==> src/rtl/core/pump_drive_run_sequencer_macros.svh <==
// Assertion macros for the pump drive run sequencer.
`ifndef PUMP_DRIVE_RUN_SEQUENCER_MACROS_SVH
`define PUMP_DRIVE_RUN_SEQUENCER_MACROS_SVH

// Same-cycle implication, sampled on clk, off during reset.
`define PDS_ASSERT_NOW(label, ante, cons) \
    label: assert property (@(posedge clk) disable iff (!rst_n) (ante) |-> (cons)) \
        else $error("pds check failed");

// Next-cycle implication, sampled on clk, off during reset.
`define PDS_ASSERT_NEXT(label, ante, cons) \
    label: assert property (@(posedge clk) disable iff (!rst_n) (ante) |=> (cons)) \
        else $error("pds check failed");

`endif

==> src/rtl/core/pds_pkg.sv <==
// Shared types, constants and codes of the pump drive run sequencer.
`default_nettype none
package pds_pkg;

    // Ramp timing and full speed
    localparam int unsigned RAMP_MS       = 2000;
    localparam int unsigned FULL_SPEED_HZ = 490;

    // Field widths
    localparam int unsigned HZ_W   = 9;
    localparam int unsigned AMPS_W = 8;
    localparam int unsigned CW_W   = 16;
    localparam int unsigned PR_W   = 16;
    localparam int unsigned TIME_W = 32;
    localparam int unsigned FLT_W  = 16;
    localparam int unsigned STAT_W = 16;
    localparam int unsigned PVAL_W = 32;

    // Ramp arithmetic: x * FULL_SPEED_HZ / RAMP_MS through a reciprocal
    localparam int unsigned X_W          = $clog2(RAMP_MS + 1);
    localparam int unsigned P_W          = $clog2(RAMP_MS * FULL_SPEED_HZ + 1);
    localparam int unsigned RECIP_SHIFT  = 31;
    localparam longint unsigned RECIP    = (64'd1 << RECIP_SHIFT) / RAMP_MS;
    localparam int unsigned R_W          = $clog2(RECIP + 1);
    localparam int unsigned Q_W          = $clog2(FULL_SPEED_HZ + 1);

    // Speed and current levels
    localparam int unsigned DECEL_FLOOR_HZ    = 3;
    localparam logic [AMPS_W-1:0] AMPS_RUN    = AMPS_W'(11);  // 1.1 A
    localparam logic [AMPS_W-1:0] AMPS_ACCEL  = AMPS_W'(152); // 15.2 A
    localparam logic [HZ_W-1:0] HZ_FULL       = HZ_W'(FULL_SPEED_HZ);

    // Control word bits
    localparam int unsigned CW_RUN_BIT    = 0;
    localparam int unsigned CW_RESET_BIT  = 7;
    localparam int unsigned CW_REMOTE_BIT = 10;

    // Parameter request
    localparam int unsigned PR_VALID_BIT = 12;
    localparam int unsigned PNUM_W       = 12;
    localparam logic [PNUM_W-1:0] PNUM_FIRMWARE  = PNUM_W'(2);
    localparam logic [PNUM_W-1:0] PNUM_SPEED     = PNUM_W'(3);
    localparam logic [PNUM_W-1:0] PNUM_DCLINK    = PNUM_W'(4);
    localparam logic [PNUM_W-1:0] PNUM_AMPS      = PNUM_W'(5);
    localparam logic [PNUM_W-1:0] PNUM_PUMP_TEMP = PNUM_W'(7);
    localparam logic [PNUM_W-1:0] PNUM_CONV_TEMP = PNUM_W'(11);
    localparam logic [PNUM_W-1:0] PNUM_FAULT     = PNUM_W'(171);
    localparam logic [PNUM_W-1:0] PNUM_TEMP_WARN = PNUM_W'(227);
    localparam logic [PNUM_W-1:0] PNUM_LOAD_WARN = PNUM_W'(230);

    // Status word bits
    localparam int unsigned SB_TEMP_WARN  = 2;
    localparam int unsigned SB_FAULT      = 3;
    localparam int unsigned SB_ACCEL      = 4;
    localparam int unsigned SB_DECEL      = 5;
    localparam int unsigned SB_ON         = 10;
    localparam int unsigned SB_COAST      = 11;
    localparam int unsigned SB_LOAD_WARN  = 13;
    localparam int unsigned SB_PURGE_WARN = 14;
    localparam int unsigned SB_REMOTE     = 15;

    // Configuration port
    localparam int unsigned CFG_IDX_W  = 3;
    localparam int unsigned CFG_DATA_W = 17;
    localparam logic [CFG_IDX_W-1:0] CFG_CONV_TEMP  = CFG_IDX_W'(0);
    localparam logic [CFG_IDX_W-1:0] CFG_PUMP_TEMP  = CFG_IDX_W'(1);
    localparam logic [CFG_IDX_W-1:0] CFG_DC_LINK    = CFG_IDX_W'(2);
    localparam logic [CFG_IDX_W-1:0] CFG_FIRMWARE   = CFG_IDX_W'(3);
    localparam logic [CFG_IDX_W-1:0] CFG_TEMP_WARN  = CFG_IDX_W'(4);
    localparam logic [CFG_IDX_W-1:0] CFG_LOAD_WARN  = CFG_IDX_W'(5);
    localparam logic [CFG_IDX_W-1:0] CFG_PURGE_WARN = CFG_IDX_W'(6);

    // Request queue
    localparam int unsigned Q_DEPTH = 4;
    localparam int unsigned Q_PTR_W = $clog2(Q_DEPTH);
    localparam int unsigned Q_LVL_W = $clog2(Q_DEPTH + 1);

    typedef enum logic [3:0] {
        PSEL_NONE,
        PSEL_FIRMWARE,
        PSEL_SPEED,
        PSEL_DCLINK,
        PSEL_AMPS,
        PSEL_PUMP_TEMP,
        PSEL_CONV_TEMP,
        PSEL_FAULT,
        PSEL_TEMP_WARN,
        PSEL_LOAD_WARN
    } psel_t;

    // Classified request as it leaves the front end
    typedef struct packed {
        logic              remote;
        logic              run_bit;
        logic              fault_reset;
        logic [TIME_W-1:0] now_ms;
        logic [FLT_W-1:0]  fault_event;
        psel_t             psel;
    } item_t;

    // Queue status toward the front and back ends
    typedef struct packed {
        logic               empty;
        logic               full;
        logic [Q_LVL_W-1:0] level;
    } qstat_t;

endpackage
`default_nettype wire

==> src/rtl/core/pump_drive_run_sequencer.sv <==
// Top level of the pump drive run sequencer.
// One request a cycle is taken while the queue is not full; each gives one
// reply, registered through s1, s2, s3 and the reply register, after it
// leaves the request queue. The back end sustains one request per clock
// unless rsp_stall holds it, as its run state update reads the state the
// previous request left. A four-entry queue sits between the decoding
// front end and the back end and takes new requests while the last reply
// waits: rsp_stall freezes the back end, and req_stall rises only once the
// queue is full. Speed on a ramp is elapsed * 490 / 2000 Hz, computed with a
// constant multiply, a reciprocal multiply and a one-step correction over
// three pipeline stages; speed and current are held in the back end and read
// out with each reply. Settings are written through the cfg port (always
// ready) and must only be changed while no request is in flight.
`default_nettype none
`include "pump_drive_run_sequencer_macros.svh"
module pump_drive_run_sequencer (
    input  wire logic                           clk,
    input  wire logic                           rst_n,
    // request channel
    input  wire logic                           req_valid,
    output logic                                req_stall,
    input  wire logic [pds_pkg::CW_W-1:0]       control_word,
    input  wire logic [pds_pkg::PR_W-1:0]       param_request,
    input  wire logic [pds_pkg::TIME_W-1:0]     now_ms,
    input  wire logic [pds_pkg::FLT_W-1:0]      fault_event,
    // reply channel
    output logic                                rsp_valid,
    input  wire logic                           rsp_stall,
    output logic [pds_pkg::STAT_W-1:0]          status_word,
    output logic [pds_pkg::HZ_W-1:0]            speed_hz,
    output logic [7:0]                          converter_temp_out,
    output logic [pds_pkg::AMPS_W-1:0]          motor_amps_x10,
    output logic [7:0]                          pump_temp_out,
    output logic [15:0]                         dc_link_out,
    output logic [pds_pkg::PVAL_W-1:0]          param_value,
    // settings write channel
    input  wire logic                           cfg_valid,
    output logic                                cfg_ready,
    input  wire logic [pds_pkg::CFG_IDX_W-1:0]  cfg_index,
    input  wire logic [pds_pkg::CFG_DATA_W-1:0] cfg_data
);
    import pds_pkg::*;

    item_t  fe_item;
    item_t  q_head;
    qstat_t q_stat;
    logic   q_push;
    logic   q_pop;

    assign cfg_ready = 1'b1;

    // Decode control word and parameter number
    pds_front u_front (
        .req_valid     (req_valid),
        .req_stall     (req_stall),
        .control_word  (control_word),
        .param_request (param_request),
        .now_ms        (now_ms),
        .fault_event   (fault_event),
        .qstat         (q_stat),
        .push          (q_push),
        .item          (fe_item)
    );

    pds_queue u_queue (
        .clk       (clk),
        .rst_n     (rst_n),
        .push      (q_push),
        .push_item (fe_item),
        .pop       (q_pop),
        .head      (q_head),
        .qstat     (q_stat)
    );

    // Run state, speed ramp and reply
    pds_back u_back (
        .clk                (clk),
        .rst_n              (rst_n),
        .head               (q_head),
        .qstat              (q_stat),
        .pop                (q_pop),
        .cfg_valid          (cfg_valid && cfg_ready),
        .cfg_index          (cfg_index),
        .cfg_data           (cfg_data),
        .rsp_valid          (rsp_valid),
        .rsp_stall          (rsp_stall),
        .status_word        (status_word),
        .speed_hz           (speed_hz),
        .converter_temp_out (converter_temp_out),
        .motor_amps_x10     (motor_amps_x10),
        .pump_temp_out      (pump_temp_out),
        .dc_link_out        (dc_link_out),
        .param_value        (param_value)
    );

    // Back end never pops an empty queue
    `PDS_ASSERT_NOW(a_pop_nonempty, q_pop, q_stat.level != '0)
    // At most one run phase flagged in a reply
    `PDS_ASSERT_NOW(a_phase_onehot, rsp_valid,
        $onehot0({status_word[SB_ON], status_word[SB_ACCEL],
                  status_word[SB_DECEL], status_word[SB_COAST]}))
    // A faulted reply always reports a stopped drive
    `PDS_ASSERT_NOW(a_fault_stops, rsp_valid && status_word[SB_FAULT], speed_hz == '0)

endmodule
`default_nettype wire

==> src/rtl/core/pds_front.sv <==
// Front end: takes requests and decodes control and parameter fields.
`default_nettype none
module pds_front (
    input  wire logic                      req_valid,
    output logic                           req_stall,
    input  wire logic [pds_pkg::CW_W-1:0]  control_word,
    input  wire logic [pds_pkg::PR_W-1:0]  param_request,
    input  wire logic [pds_pkg::TIME_W-1:0] now_ms,
    input  wire logic [pds_pkg::FLT_W-1:0] fault_event,
    input  wire pds_pkg::qstat_t           qstat,
    output logic                           push,
    output pds_pkg::item_t                 item
);
    import pds_pkg::*;

    logic [PNUM_W-1:0] pnum;

    assign req_stall = qstat.full;
    assign push      = req_valid && !qstat.full;

    assign pnum = param_request[PR_VALID_BIT] ? param_request[PNUM_W-1:0] : '0;

    always_comb
    begin
        item.remote      = control_word[CW_REMOTE_BIT];
        item.run_bit     = control_word[CW_RUN_BIT];
        item.fault_reset = control_word[CW_RESET_BIT];
        item.now_ms      = now_ms;
        item.fault_event = fault_event;
        unique case (pnum)
            PNUM_FIRMWARE:  item.psel = PSEL_FIRMWARE;
            PNUM_SPEED:     item.psel = PSEL_SPEED;
            PNUM_DCLINK:    item.psel = PSEL_DCLINK;
            PNUM_AMPS:      item.psel = PSEL_AMPS;
            PNUM_PUMP_TEMP: item.psel = PSEL_PUMP_TEMP;
            PNUM_CONV_TEMP: item.psel = PSEL_CONV_TEMP;
            PNUM_FAULT:     item.psel = PSEL_FAULT;
            PNUM_TEMP_WARN: item.psel = PSEL_TEMP_WARN;
            PNUM_LOAD_WARN: item.psel = PSEL_LOAD_WARN;
            default:        item.psel = PSEL_NONE;
        endcase
    end

endmodule
`default_nettype wire

==> src/rtl/core/pds_queue.sv <==
// Short FIFO of decoded requests between front and back ends.
`default_nettype none
module pds_queue (
    input  wire logic           clk,
    input  wire logic           rst_n,
    input  wire logic           push,
    input  wire pds_pkg::item_t push_item,
    input  wire logic           pop,
    output pds_pkg::item_t      head,
    output pds_pkg::qstat_t     qstat
);
    import pds_pkg::*;

    item_t              mem_reg [Q_DEPTH];
    logic [Q_PTR_W-1:0] wr_ptr_reg;
    logic [Q_PTR_W-1:0] rd_ptr_reg;
    logic [Q_LVL_W-1:0] level_reg;
    logic [Q_LVL_W-1:0] level_next;

    assign head        = mem_reg[rd_ptr_reg];
    assign qstat.level = level_reg;
    assign qstat.empty = (level_reg == '0);
    assign qstat.full  = (level_reg == Q_LVL_W'(Q_DEPTH));

    always_comb
    begin
        level_next = level_reg;
        if (push && !pop)
            level_next = level_reg + 1'b1;
        else if (pop && !push)
            level_next = level_reg - 1'b1;
    end

    always_ff @(posedge clk or negedge rst_n)
    begin
        if (!rst_n)
        begin
            wr_ptr_reg <= '0;
            rd_ptr_reg <= '0;
            level_reg  <= '0;
        end
        else
        begin
            if (push)
                wr_ptr_reg <= wr_ptr_reg + 1'b1;
            if (pop)
                rd_ptr_reg <= rd_ptr_reg + 1'b1;
            level_reg <= level_next;
        end
    end

    always_ff @(posedge clk)
    begin
        if (push)
            mem_reg[wr_ptr_reg] <= push_item;
    end

endmodule
`default_nettype wire

==> src/rtl/core/pds_back.sv <==
// Back end: run state machine, speed ramp pipeline, settings and reply register.
`default_nettype none
module pds_back (
    input  wire logic                          clk,
    input  wire logic                          rst_n,
    input  wire pds_pkg::item_t                head,
    input  wire pds_pkg::qstat_t               qstat,
    output logic                               pop,
    input  wire logic                          cfg_valid,
    input  wire logic [pds_pkg::CFG_IDX_W-1:0] cfg_index,
    input  wire logic [pds_pkg::CFG_DATA_W-1:0] cfg_data,
    output logic                               rsp_valid,
    input  wire logic                          rsp_stall,
    output logic [pds_pkg::STAT_W-1:0]         status_word,
    output logic [pds_pkg::HZ_W-1:0]           speed_hz,
    output logic [7:0]                         converter_temp_out,
    output logic [pds_pkg::AMPS_W-1:0]         motor_amps_x10,
    output logic [7:0]                         pump_temp_out,
    output logic [15:0]                        dc_link_out,
    output logic [pds_pkg::PVAL_W-1:0]         param_value
);
    import pds_pkg::*;

    typedef enum logic [2:0] {
        ST_OFF   = 3'd0,
        ST_ACCEL = 3'd1,
        ST_ON    = 3'd2,
        ST_DECEL = 3'd3,
        ST_COAST = 3'd4
    } run_state_t;

    typedef enum logic [2:0] {
        SP_HOLD,
        SP_FULL,
        SP_RAMP,
        SP_DECEL,
        SP_FLOOR,
        SP_ZERO
    } speed_op_t;

    typedef struct packed {
        speed_op_t         op;
        logic [X_W-1:0]    x;
        logic [STAT_W-1:0] status;
        logic [AMPS_W-1:0] amps_before;
        logic [AMPS_W-1:0] amps_after;
        logic [FLT_W-1:0]  fault;
        psel_t             psel;
    } pipe_t;

    localparam int unsigned PR_MUL_W = P_W + R_W;
    localparam logic [P_W-1:0]      FULL_P   = P_W'(FULL_SPEED_HZ);
    localparam logic [P_W-1:0]      RAMP_P   = P_W'(RAMP_MS);
    localparam logic [TIME_W-1:0]   RAMP_T   = TIME_W'(RAMP_MS);
    localparam logic [PR_MUL_W-1:0] RECIP_M  = PR_MUL_W'(RECIP);
    localparam logic [HZ_W-1:0]     HZ_FLOOR = HZ_W'(DECEL_FLOOR_HZ);

    // Settings
    logic [7:0]            conv_temp_reg;
    logic [7:0]            pump_temp_reg;
    logic [15:0]           dc_link_reg;
    logic [16:0]           firmware_reg;
    logic [15:0]           temp_warn_reg;
    logic [15:0]           load_warn_reg;
    logic [15:0]           purge_warn_reg;

    // Drive state
    run_state_t            state_reg;
    run_state_t            state_next;
    logic [TIME_W-1:0]     start_reg;
    logic [TIME_W-1:0]     start_next;
    logic [AMPS_W-1:0]     amps_reg;
    logic [AMPS_W-1:0]     amps_next;
    logic [FLT_W-1:0]      fault_reg;
    logic [FLT_W-1:0]      fault_next;
    logic [HZ_W-1:0]       hz_reg;
    logic [HZ_W-1:0]       hz_next;

    // Pipeline
    logic                  adv;
    logic                  v1_reg;
    logic                  v2_reg;
    logic                  v3_reg;
    logic                  out_v_reg;
    pipe_t                 s1_reg;
    pipe_t                 s1_next;
    pipe_t                 s2_reg;
    pipe_t                 s3_reg;
    logic [P_W-1:0]        p2_reg;
    logic [P_W-1:0]        p3_reg;
    logic [Q_W-1:0]        q0_reg;
    logic [PR_MUL_W-1:0]   recip_prod;
    logic [P_W-1:0]        rem;
    logic [Q_W-1:0]        quot;
    logic [STAT_W-1:0]     status_reg;
    logic [AMPS_W-1:0]     amps_out_reg;
    logic [PVAL_W-1:0]     pval_reg;
    logic [PVAL_W-1:0]     pval_next;

    // Stage 1 decode
    logic [TIME_W-1:0]     elapsed;
    logic                  ramp_done;
    logic                  running;

    assign adv = !out_v_reg || !rsp_stall;
    assign pop = adv && !qstat.empty;

    // Run state step for the request at the queue head
    always_comb
    begin
        elapsed    = head.now_ms - start_reg;
        ramp_done  = (elapsed >= RAMP_T);
        fault_next = (head.fault_event != '0) ? head.fault_event : fault_reg;
        if (head.remote && head.fault_reset && state_reg == ST_OFF)
            fault_next = '0;
        running    = head.remote ? head.run_bit
                                 : (state_reg == ST_ON || state_reg == ST_ACCEL);

        state_next = state_reg;
        start_next = start_reg;
        amps_next  = amps_reg;
        s1_next    = '0;
        s1_next.op = SP_HOLD;

        if (running && state_reg != ST_ON)
        begin
            if (state_reg == ST_OFF)
            begin
                state_next = ST_ACCEL;
                amps_next  = AMPS_ACCEL;
                start_next = head.now_ms;
            end
            else if (ramp_done)
            begin
                s1_next.op = SP_FULL;
                amps_next  = AMPS_RUN;
                state_next = ST_ON;
                start_next = head.now_ms;
            end
            else
            begin
                s1_next.op = SP_RAMP;
                s1_next.x  = elapsed[X_W-1:0];
            end
        end
        else if (!running && state_reg != ST_OFF)
        begin
            if (state_reg == ST_ON)
            begin
                state_next = ST_DECEL;
                start_next = head.now_ms;
            end
            else if (state_reg == ST_DECEL)
            begin
                if (ramp_done)
                begin
                    s1_next.op = SP_FLOOR;
                    state_next = ST_COAST;
                    start_next = head.now_ms;
                end
                else
                begin
                    s1_next.op = SP_DECEL;
                    s1_next.x  = X_W'(RAMP_T - elapsed);
                end
            end
            else if (state_reg == ST_COAST && ramp_done)
            begin
                s1_next.op = SP_ZERO;
                state_next = ST_OFF;
                start_next = head.now_ms;
            end
        end

        unique case (state_next)
            ST_ON:    s1_next.status[SB_ON]    = 1'b1;
            ST_ACCEL: s1_next.status[SB_ACCEL] = 1'b1;
            ST_DECEL: s1_next.status[SB_DECEL] = 1'b1;
            ST_COAST: s1_next.status[SB_COAST] = 1'b1;
            default:  ;
        endcase
        s1_next.status[SB_REMOTE] = head.remote;

        if (fault_next != '0)
        begin
            s1_next.status[SB_FAULT] = 1'b1;
            s1_next.op = SP_ZERO;
            state_next = ST_OFF;
        end
        s1_next.status[SB_TEMP_WARN]  = (temp_warn_reg != '0);
        s1_next.status[SB_LOAD_WARN]  = (load_warn_reg != '0);
        s1_next.status[SB_PURGE_WARN] = (purge_warn_reg != '0);

        s1_next.amps_before = amps_reg;
        s1_next.amps_after  = amps_next;
        s1_next.fault       = fault_next;
        s1_next.psel        = head.psel;
    end

    // Reciprocal divide: q0 may be one short, fixed by the remainder
    assign recip_prod = PR_MUL_W'(p2_reg) * RECIP_M;
    assign rem        = p3_reg - P_W'(q0_reg) * RAMP_P;
    assign quot       = (rem >= RAMP_P) ? Q_W'(q0_reg + 1'b1) : q0_reg;

    always_comb
    begin
        unique case (s3_reg.op)
            SP_HOLD:  hz_next = hz_reg;
            SP_FULL:  hz_next = HZ_FULL;
            SP_RAMP:  hz_next = HZ_W'(quot);
            SP_DECEL: hz_next = (32'(quot) < 32'(DECEL_FLOOR_HZ)) ? HZ_FLOOR : HZ_W'(quot);
            SP_FLOOR: hz_next = HZ_FLOOR;
            SP_ZERO:  hz_next = '0;
            default:  hz_next = hz_reg;
        endcase
    end

    always_comb
    begin
        unique case (s3_reg.psel)
            PSEL_NONE:      pval_next = '0;
            PSEL_FIRMWARE:  pval_next = PVAL_W'(firmware_reg);
            PSEL_SPEED:     pval_next = PVAL_W'(hz_next);
            PSEL_DCLINK:    pval_next = PVAL_W'(dc_link_reg);
            PSEL_AMPS:      pval_next = PVAL_W'(s3_reg.amps_after);
            PSEL_PUMP_TEMP: pval_next = PVAL_W'(pump_temp_reg);
            PSEL_CONV_TEMP: pval_next = PVAL_W'(conv_temp_reg);
            PSEL_FAULT:     pval_next = PVAL_W'(s3_reg.fault);
            PSEL_TEMP_WARN: pval_next = PVAL_W'(temp_warn_reg);
            PSEL_LOAD_WARN: pval_next = PVAL_W'(load_warn_reg);
            default:        pval_next = '0;
        endcase
    end

    // Control state and pipeline valids
    always_ff @(posedge clk or negedge rst_n)
    begin
        if (!rst_n)
        begin
            state_reg <= ST_ON;
            start_reg <= '0;
            amps_reg  <= AMPS_RUN;
            fault_reg <= '0;
            hz_reg    <= HZ_FULL;
            v1_reg    <= 1'b0;
            v2_reg    <= 1'b0;
            v3_reg    <= 1'b0;
            out_v_reg <= 1'b0;
        end
        else
        begin
            if (pop)
            begin
                state_reg <= state_next;
                start_reg <= start_next;
                amps_reg  <= amps_next;
                fault_reg <= fault_next;
            end
            if (adv)
            begin
                v1_reg    <= pop;
                v2_reg    <= v1_reg;
                v3_reg    <= v2_reg;
                out_v_reg <= v3_reg;
                if (v3_reg)
                    hz_reg <= hz_next;
            end
        end
    end

    // Pipeline payload
    always_ff @(posedge clk)
    begin
        if (adv)
        begin
            s1_reg       <= s1_next;
            s2_reg       <= s1_reg;
            p2_reg       <= P_W'(s1_reg.x) * FULL_P;
            s3_reg       <= s2_reg;
            p3_reg       <= p2_reg;
            q0_reg       <= Q_W'(recip_prod >> RECIP_SHIFT);
            status_reg   <= s3_reg.status;
            amps_out_reg <= s3_reg.amps_before;
            pval_reg     <= pval_next;
        end
    end

    // Settings writes
    always_ff @(posedge clk or negedge rst_n)
    begin
        if (!rst_n)
        begin
            conv_temp_reg  <= 8'd50;
            pump_temp_reg  <= 8'd65;
            dc_link_reg    <= 16'd602;
            firmware_reg   <= '0;
            temp_warn_reg  <= '0;
            load_warn_reg  <= '0;
            purge_warn_reg <= '0;
        end
        else if (cfg_valid)
        begin
            unique case (cfg_index)
                CFG_CONV_TEMP:  conv_temp_reg  <= cfg_data[7:0];
                CFG_PUMP_TEMP:  pump_temp_reg  <= cfg_data[7:0];
                CFG_DC_LINK:    dc_link_reg    <= cfg_data[15:0];
                CFG_FIRMWARE:   firmware_reg   <= cfg_data[16:0];
                CFG_TEMP_WARN:  temp_warn_reg  <= cfg_data[15:0];
                CFG_LOAD_WARN:  load_warn_reg  <= cfg_data[15:0];
                CFG_PURGE_WARN: purge_warn_reg <= cfg_data[15:0];
                default:        ;
            endcase
        end
    end

    assign rsp_valid          = out_v_reg;
    assign status_word        = status_reg;
    assign speed_hz           = hz_reg;
    assign motor_amps_x10     = amps_out_reg;
    assign param_value        = pval_reg;
    assign converter_temp_out = conv_temp_reg;
    assign pump_temp_out      = pump_temp_reg;
    assign dc_link_out        = dc_link_reg;

endmodule
`default_nettype wire
==> config.mk <==
export PLATFORM = sky130hd
export DESIGN_NAME = pump_drive_run_sequencer
export DESIGN_NICKNAME = d
export VERILOG_FILES = /design/src/rtl/core/pds_pkg.sv /design/src/rtl/core/pump_drive_run_sequencer.sv /design/src/rtl/core/pds_front.sv /design/src/rtl/core/pds_queue.sv /design/src/rtl/core/pds_back.sv
export VERILOG_INCLUDE_DIRS = /design/src /design/src/rtl/core
export SDC_FILE = /design/constraint.sdc
export NUM_CORES = 1
export LEC_CHECK = 0
export BUFFER_PORTS_ARGS = -buffer_cell sky130_fd_sc_hd__buf_2
export CORE_ASPECT_RATIO = 0.5
export CORE_UTILIZATION = 45
export CTS_CLUSTER_DIAMETER = 150
export DETAILED_ROUTE_END_ITERATION = 8
export PLACE_DENSITY_LB_ADDON = 0.1
export SYNTH_ARGS = -nofsm -noshare
export SYNTH_HDL_FRONTEND = slang
export SYNTH_SLANG_ARGS = --single-unit
==> constraint.sdc <==
create_clock -name clk -period 15.91 [get_ports clk]
set_input_delay 3.9775 -clock clk [delete_from_list [all_inputs] [get_ports clk]]
set_output_delay 3.9775 -clock clk [all_outputs]
set_load 0.02 [all_outputs]
==> results of run 1 <==
## how the worst max path moves through the flow
stage | start | end | slack [ps] | cells past startpoint
5_1_grt | u_back.q0_reg[0]$_DFFE_PN_ | u_back.param_value[1]$_DFFE_PN_ | 7030 | 30
4_1_cts | u_back.q0_reg[0]$_DFFE_PN_ | u_back.param_value[1]$_DFFE_PN_ | 7650 | 30
2_1_floorplan | rsp_stall | u_queue.level_reg[1]$_DFFE_PN0P_ | 4790 | 9
6_report | u_back.q0_reg[0]$_DFFE_PN_ | u_back.param_value[1]$_DFFE_PN_ | 7650 | 30
3_5_place_dp | u_back.q0_reg[0]$_DFFE_PN_ | u_back.param_value[1]$_DFFE_PN_ | 7700 | 30
3_3_place_gp | u_back.q0_reg[0]$_DFFE_PN_ | u_back.param_value[0]$_DFFE_PN_ | 7760 | 30
## area by class of cell
cell class	instances	share of cell area, %
Inverter	314	3.02
Clock inverter	25	0.775
Clock buffer	85	4.18
Antenna cell	3	0.0192
Timing Repair Buffer	187	2.56
Tap cell	1036	3.32
Sequential cell	629	46.2
Multi-Input combinational cell	1641	39.9
## layout by cell type, fill, tap and decap left out, drive strengths merged, types with 10 or more instances in the layout
cell type    n
xnor2       55
dfstp       20
o31ai       18
o211ai      11
xor2        22
nand2b      20
and2        13
nand3       34
o21ai       70
edfxtp     453
a211oi      20
o21bai      11
mux2       142
and3        10
buf        186
nor2       114
o21a        12
a222oi      15
ha         310
a22oi       17
dfrtp      156
a21o        27
conb        23
nor4        31
nor2b       16
mux2i       11
nor3        35
mux4        55
a21oi      101
nand2      161
clkbuf      86
inv        317
nand4       19
clkinv      16
fa         139
a31oi       12
## through the flow
stage	hold slack (ps)	area, um2
2_1_floorplan	400	35300
3_3_place_gp	401	37100
3_5_place_dp	405	37100
4_1_cts	417	39000
5_1_grt	421	39100
6_report	418	39100
## metal layers
metal	wire length, um	vias up
li1	-	9994
met4	1730	0
met1	36200	10402
met3	2480	98
met2	35100	319
met5	0	-
## cells by family (layout without fill, tap and decap cells)
group | after synthesis | in the layout | share of synthesized area (%)
xor gates and xnor gates | 78 | 78 | 1.98
other | 2 | 26 | 0.0213
muxes | 208 | 208 | 8.70
DFF | 629 | 629 | 51.3
and+or+nand+nor | 491 | 491 | 6.77
adders and majority gates | 449 | 449 | 18.9
AOI/OAI and AO/OA | 392 | 392 | 7.59
buffers and inverters | 410 | 611 | 4.74
==> impl_metrics.toml, run 1 <==
[route]
routedWlPerCell_um = 19.2
viasPerCell = 5.31
drcViolationCount = 0
dr.pass1.iters = 6
vias = 20813
drt_iter0_markers = 1286
final_antenna_net_count = 0
wirelength_mm = 75.4

[global_routing]
track_usage_pct = 19.2
use_met2_pct = 31.2
antenna_found_initial = 4
overflow = 0
grt.met3_usage_pct = 2.69
grt_max_degree = 123
grt.busiest_layer = "met2"
grt_pass1_wl_mm = 118
grtUsageMet1_pct = 27.0
grt_pass1_vias = 20876

[logic_synthesis]
synth-edff-count = 453
avgSynthCellArea_um2 = 13.2
synth.distinct_cells = 92
synth_most_common_cell = "edfxtp_1"
yosysWarnings = 0
synth.largest_area_cell = "edfxtp_1"
syn-instance-count = 2659
async_flop_share_pct = 28.0
synth-seq-cells = 629
synthTopCellsByArea = "edfxtp_1, dfrtp_1, ha_1"
ys_seq_area_share_pct = 51.3
syn-cell-area_um2 = 35200
synthTopCellsByCount = "edfxtp_1, inv_1, ha_1"
synth_top_area_share_pct = 38.7
synth_ff_type = "edfxtp_1"

[sta]
fin_crit_sh_pct = 51.9
fmax_mhz = 121
tightestPinTransition_ps = 1040
fin_setup_tns_ps = 0
hold_viol_final = 0
setup_violations = 0
rsz0062_at_grt = "false"
worst_slack_ps = 7650
fin_crit_ps = 8260
slew_headroom_pct = 30.6
slew_viol_final = 0
skew_ps = 44.7

[worst_setup_path]
critical_path_class = "reg -> reg"
required_ps = 16200
endpoint_kind = "register"
worst-r2r-cell-count = 30
cp_slowest_cell = "fa_1"
cpLargestDelayFamily = "simple AND/OR/NAND/NOR gates"
reg2reg_slack_ps = 7650
cpPeakStageDelay_ps = 670
reg2reg_to = "u_back.param_value[1]$_DFFE_PN_"
r2r-start = "u_back.q0_reg[0]$_DFFE_PN_"
crit_arrival_ps = 8550
cp-start-kind = "register"
crit_path_max_fanout = 12
path_buf_inv = 3

[min_path]
hold_path_depth = 0
hold_end = "u_back.s3_reg[35]$_DFFE_PN_"
min_from = "u_back.s2_reg[35]$_DFFE_PN_"
hold_path.class = "reg -> reg"

[place]
portBuffers = 165
pre_cts_ws_ps = 7700
hpwl_mm = 54.4
gp_congestion = 0.850
dp.cells = 3807

[clock_network]
clockBufferDepth = 3
holdBufCountCts = 0
clock-root-buffer = "clkbuf_16"
insertion_delay_ps = 640
cts-resized-gates = 0
cts_buffers = 58
clock_sinks = 629
clk_pin_slew_worst_paths_ps = 60
htreeDepth = 2
cts_tree = "yes"
post_cts_buffers = 0

[floorplan]
ios = 205
rows = 72
start_util_pct = 45.5
dieArea_um2 = 79400
core-area_um2 = 77300
die_height_um = 200
fp.dieW_um = 397

[final_layout]
multi_input_area_um2 = 15600
regArea_um2 = 18000
synthToLayoutAreaGrowth_pct = 11.0
utilization_pct = 50.5
nets = 3385
drive_gt1_share_pct = 18.2
largest_reg_flops = 220
nFillCells = 6738
final_cells = 3920

[run]
maxCapViolations = 0

[run_status]
status = "finished, final reports clean"
Power of run 1 is left out: the tool's default activity adds up to more than one toggle a clock period on the data nets, which glitch-free logic cannot reach.
==> run 2: changes to the inputs <==
==> constraint.sdc (replaced) <==
create_clock -name clk -period 8.15 [get_ports clk]
set_input_delay 2.0375 -clock clk [delete_from_list [all_inputs] [get_ports clk]]
set_output_delay 2.0375 -clock clk [all_outputs]
set_load 0.02 [all_outputs]
==> run 2 against run 1 <==
Sequential share of layout area rose by 0.065 points. Sequential cell count did not move. Clock skew fell by 19 ps. Count of clock-buffer cells in the layout fell by 11. Core utilization fell by 0.071 points. Non-clock buffer count rose by 8. Register-to-register slack got worse by 7200 ps. Routed wire length rose by 0.44%. Global-route usage rose by 0.16 points. Design area fell by 0.14%.
==> impl_metrics.toml, run 2 (synthesized netlist as in run 1, its figures left out) <==
[worst_setup_path]
critical_path_class = "reg -> reg"
cp-start-kind = "register"
crit_arrival_ps = 8060
cpPeakStageDelay_ps = 610
cp_slowest_cell = "fa_1"
endpoint_kind = "register"
required_ps = 8520
crit_path_max_fanout = 12

[sta]
worst_slack_ps = 457
slew_viol_final = 0
fmax_mhz = 130
slew_headroom_pct = 26.9
fin_crit_sh_pct = 94.4
fin_crit_ps = 7690
rsz0062_at_grt = "false"
skew_ps = 26.2
tightestPinTransition_ps = 1090
setup_violations = 0
hold_viol_final = 0
fin_setup_tns_ps = 0

[global_routing]
antenna_found_initial = 4
grt_pass1_wl_mm = 119
grt_pass1_vias = 20904
overflow = 0
grt_max_degree = 162
track_usage_pct = 19.4

[run_status]
status = "finished, final reports clean"

[route]
drt_iter0_markers = 1480
met3_length_mm = 2.66
highest_layer = "met5"
final_antenna_net_count = 0
viasPerCell = 5.32
drcViolationCount = 0
dr.pass1.iters = 7
wl_met2_mm = 34.5
vias = 20862
wirelength_mm = 75.8
wl_met1_mm = 36.8
routedWlPerCell_um = 19.3

[clock_network]
htreeDepth = 2
clk_pin_slew_worst_paths_ps = 70
clock_sinks = 629
insertion_delay_ps = 640
clock-root-buffer = "clkbuf_16"
holdBufCountCts = 0
cts_buffers = 57
cts_tree = "yes"
clockBufferDepth = 3

[place]
portBuffers = 165
dp.cells = 3812
gp_congestion = 0.852
pre_cts_ws_ps = 307
hpwl_mm = 55.0

[min_path]
hold_path.class = "reg -> reg"

[floorplan]
start_util_pct = 45.5
core-area_um2 = 77300
ios = 205
die_height_um = 200
fp.dieW_um = 397
rows = 72
dieArea_um2 = 79400

[final_layout]
final_cell_mix = "edfxtp_1, inv_1, ha_1"
nFillCells = 6777
drive_gt1_share_pct = 18.4
nets = 3392
largest_reg_flops = 220
final_common_cell = "edfxtp_1"
synthToLayoutAreaGrowth_pct = 10.9
final_cells = 3924

[run]
maxCapViolations = 0
## run 2: cell count changes in the layout (fill, tap and decap cells not counted), moves of 3 or more
cell,delta
bufinv_16,-3
buf_4,+7
clkinv_1,+5
clkbuf_8,-4
clkinvlp_4,+5
clkbuf_1,-5
## run 2: what timing repair did
action | in CTS | in global routing
resized for setup | 0 | 2
endpoints found under the setup margin | 0 | 10
buffers inserted | 0 | 3
## run 2: cell type report
| class | instances | area, um2 | area share [%] |
|---|---|---|---|
| antenna | 1 | 2.50 | 0.00642 |
| clock buffer | 74 | 1510 | 3.87 |
| clock inverter | 34 | 280 | 0.719 |
| inverter | 314 | 1180 | 3.02 |
| multi-input combinational | 1641 | 15600 | 40.1 |
| sequential | 629 | 18000 | 46.3 |
| tap | 1036 | 1300 | 3.32 |
| timing repair buffer | 195 | 1070 | 2.75 |
## run 2: layer usage
metal	GRT usage, %	vias up
li1	-	9989
met5	0	-
met1	27.9	10400
met4	5.36	2
met3	2.79	108
met2	30.7	363
## run 2: stage by stage
stage | util [%] | area (um2) | hold slack [ps]
6_report | 50.5 | 39000 | 414
5_1_grt | 50.5 | 39000 | 424
4_1_cts | 50.4 | 39000 | 417
3_5_place_dp | 48.1 | 37200 | 405
3_3_place_gp | 48.1 | 37200 | 401
2_1_floorplan | - | 35300 | 400
## run 2: critical path, delay by kind of cell (launching register included)
family / cells / cell delay (ps)
buffers and inverters: 4 / 410
DFF: 1 / 540
xor gates and xnor gates: 2 / 330
AOI/OAI and AO/OA: 11 / 1830
and+or+nand+nor: 8 / 1900
adders and majority gates: 6 / 2410
## run 2: worst paths after layout
check	start	endpoint	slack, ps	cells after the start
min in group asynchronous	rst_n	u_back.dc_link_out[15]$_DFFE_PN0P_	1450	1
max in group asynchronous	rst_n	u_back.temp_warn_reg[4]$_DFFE_PN0P_	5130	2
min reg2reg	u_back.s1_reg[5]$_DFFE_PN_	u_back.s2_reg[5]$_DFFE_PN_	410	0
min	u_back.s1_reg[5]$_DFFE_PN_	u_back.s2_reg[5]$_DFFE_PN_	410	0
max reg2reg	u_back.q0_reg[2]$_DFFE_PN_	u_back.param_value[0]$_DFFE_PN_	460	31
max	u_back.q0_reg[2]$_DFFE_PN_	u_back.param_value[0]$_DFFE_PN_	460	31
Power of run 2 is left out for the same reason.
==> run 3: changes to the inputs <==
--- a/config.mk
+++ b/config.mk
@@ -9,8 +9,10 @@
 export BUFFER_PORTS_ARGS = -buffer_cell sky130_fd_sc_hd__buf_2
 export CORE_ASPECT_RATIO = 0.5
 export CORE_UTILIZATION = 45
+export CTS_BUF_LIST = sky130_fd_sc_hd__clkbuf_8
 export CTS_CLUSTER_DIAMETER = 150
 export DETAILED_ROUTE_END_ITERATION = 8
+export MAX_ROUTING_LAYER = met4
 export PLACE_DENSITY_LB_ADDON = 0.1
 export SYNTH_ARGS = -nofsm -noshare
 export SYNTH_HDL_FRONTEND = slang
==> run 3 against run 2 <==
Sequential share of layout area decreased by 0.064 points. Worst setup slack improved by 95 ps. Count of clock-buffer cells in the layout increased by 23. Global-route usage increased by 0.86 points. Via count increased by 0.82%. Design area increased by 0.14%. Die area unchanged. Routed wire length increased by 0.64%. First-iteration DRC count decreased by 15%.
==> impl_metrics.toml, run 3 (synthesized netlist as in run 1, its figures left out) <==
[final_layout]
drive_gt1_share_pct = 19.1
nets = 3425
final_cell_mix = "edfxtp_1, inv_1, ha_1"
stdcell_area_um2 = 39100
nFillCells = 6722
final_common_cell = "edfxtp_1"
largest_reg_flops = 220
final_cells = 3988
synthToLayoutAreaGrowth_pct = 11.0

[sta]
tightestPinTransition_ps = 1060
slew_headroom_pct = 28.9
fmax_mhz = 132
fin_crit_sh_pct = 93.2
skew_ps = 70.2
hold_viol_final = 0
rsz0062_at_grt = "false"
fin_setup_tns_ps = 0
fin_crit_ps = 7600
worst_slack_ps = 552
slew_viol_final = 0
setup_violations = 0

[clock_network]
insertion_delay_ps = 760
cts_buffers = 92
clk_pin_slew_worst_paths_ps = 70
cts_tree = "yes"
post_cts_buffers = 0
holdBufCountCts = 0
clockBufferDepth = 3
clock-root-buffer = "clkbuf_8"
htreeDepth = 3
clock_sinks = 629
cts-resized-gates = 0

[min_path]
hold_path.class = "reg -> reg"
hold_path_depth = 0

[place]
pre_cts_ws_ps = 523
dp.cells = 3813
placed_area_um2 = 37200
gp_congestion = 0.849
hpwl_mm = 55.0
portBuffers = 165

[worst_setup_path]
cp_slowest_cell = "fa_1"
critical_path_class = "reg -> reg"
required_ps = 8600
reg2reg_slack_ps = 550
cpPeakStageDelay_ps = 640
crit_arrival_ps = 8050
endpoint_kind = "register"
worst-r2r-cell-count = 32
cp-start-kind = "register"
crit_path_max_fanout = 12

[global_routing]
antenna_found_initial = 1
grt_pass1_vias = 21274
track_usage_pct = 20.2
grt_max_degree = 93
overflow = 0
grt_pass1_wl_mm = 120

[floorplan]
fp.dieW_um = 397
dieArea_um2 = 79400
core-area_um2 = 77300
start_util_pct = 45.5
die_height_um = 200
ios = 205
rows = 72

[route]
dr.pass1.iters = 5
drt_iter0_markers = 1254
routedWlPerCell_um = 19.1
final_antenna_net_count = 0
vias = 21034
viasPerCell = 5.27
drcViolationCount = 0
wirelength_mm = 76.3

[run]
maxCapViolations = 0

[run_status]
status = "finished, final reports clean"
## run 3: cell types whose count changed in the layout (fill, tap and decap cells not counted), sizes merged
cell / change
buf: -2
diode: +1
clkinvlp: -4
inv: +31
clkbuf: +23
clkinv: +9
bufinv: +6
## run 3: critical path: cells and delay by family, from the launching register on
family,cells,cell delay (ps)
and+or+nand+nor,8,1710
buffers and inverters,5,560
xor gates and xnor gates,2,320
adders and majority gates,6,2430
AOI/OAI and AO/OA,11,1800
DFF,1,520
## run 3: path summary, 6_finish.rpt
check | endpoint | from
worst max register to register | u_back.param_value[0]$_DFFE_PN_ | u_back.q0_reg[0]$_DFFE_PN_
max in group asynchronous | u_queue.rd_ptr_reg[0]$_DFFE_PN0P_ | rst_n
worst min register to register | u_back.s3_reg[34]$_DFFE_PN_ | u_back.s2_reg[34]$_DFFE_PN_
worst min-delay path | u_back.s3_reg[34]$_DFFE_PN_ | u_back.s2_reg[34]$_DFFE_PN_
worst max-delay path | u_back.param_value[0]$_DFFE_PN_ | u_back.q0_reg[0]$_DFFE_PN_
min in group asynchronous | u_back.dc_link_out[11]$_DFFE_PN0P_ | rst_n
## run 3: per-stage QoR
step                      hold slack (ps)  util (%)
after CTS                             399      50.5
after global placement                401      48.1
after floorplan                       400         -
after detailed placement              405      48.1
final                                 381      50.5
after global routing                  404      50.5
## run 3: metal layers
metal / vias to the layer above / global-route usage (%) / part of all wire (%)
met5: - / - / 0
met4: 0 / 4.83 / 1.6
met3: 90 / 3.47 / 3.9
met2: 368 / 31.6 / 47
met1: 10492 / 27.6 / 48
li1: 10084 / - / -
## run 3: area by class of cell
type	instances	area, um2	area share (%)
clock inverters	76	549	1.41
flip-flops and latches	629	18000	46.2
well taps	1036	1300	3.32
diodes	2	5.00	0.0128
repair buffers	193	1040	2.68
inverters	314	1180	3.02
clock buffers	97	1340	3.42
multi-input cells	1641	15600	40.0
Power of run 3 is left out for the same reason.
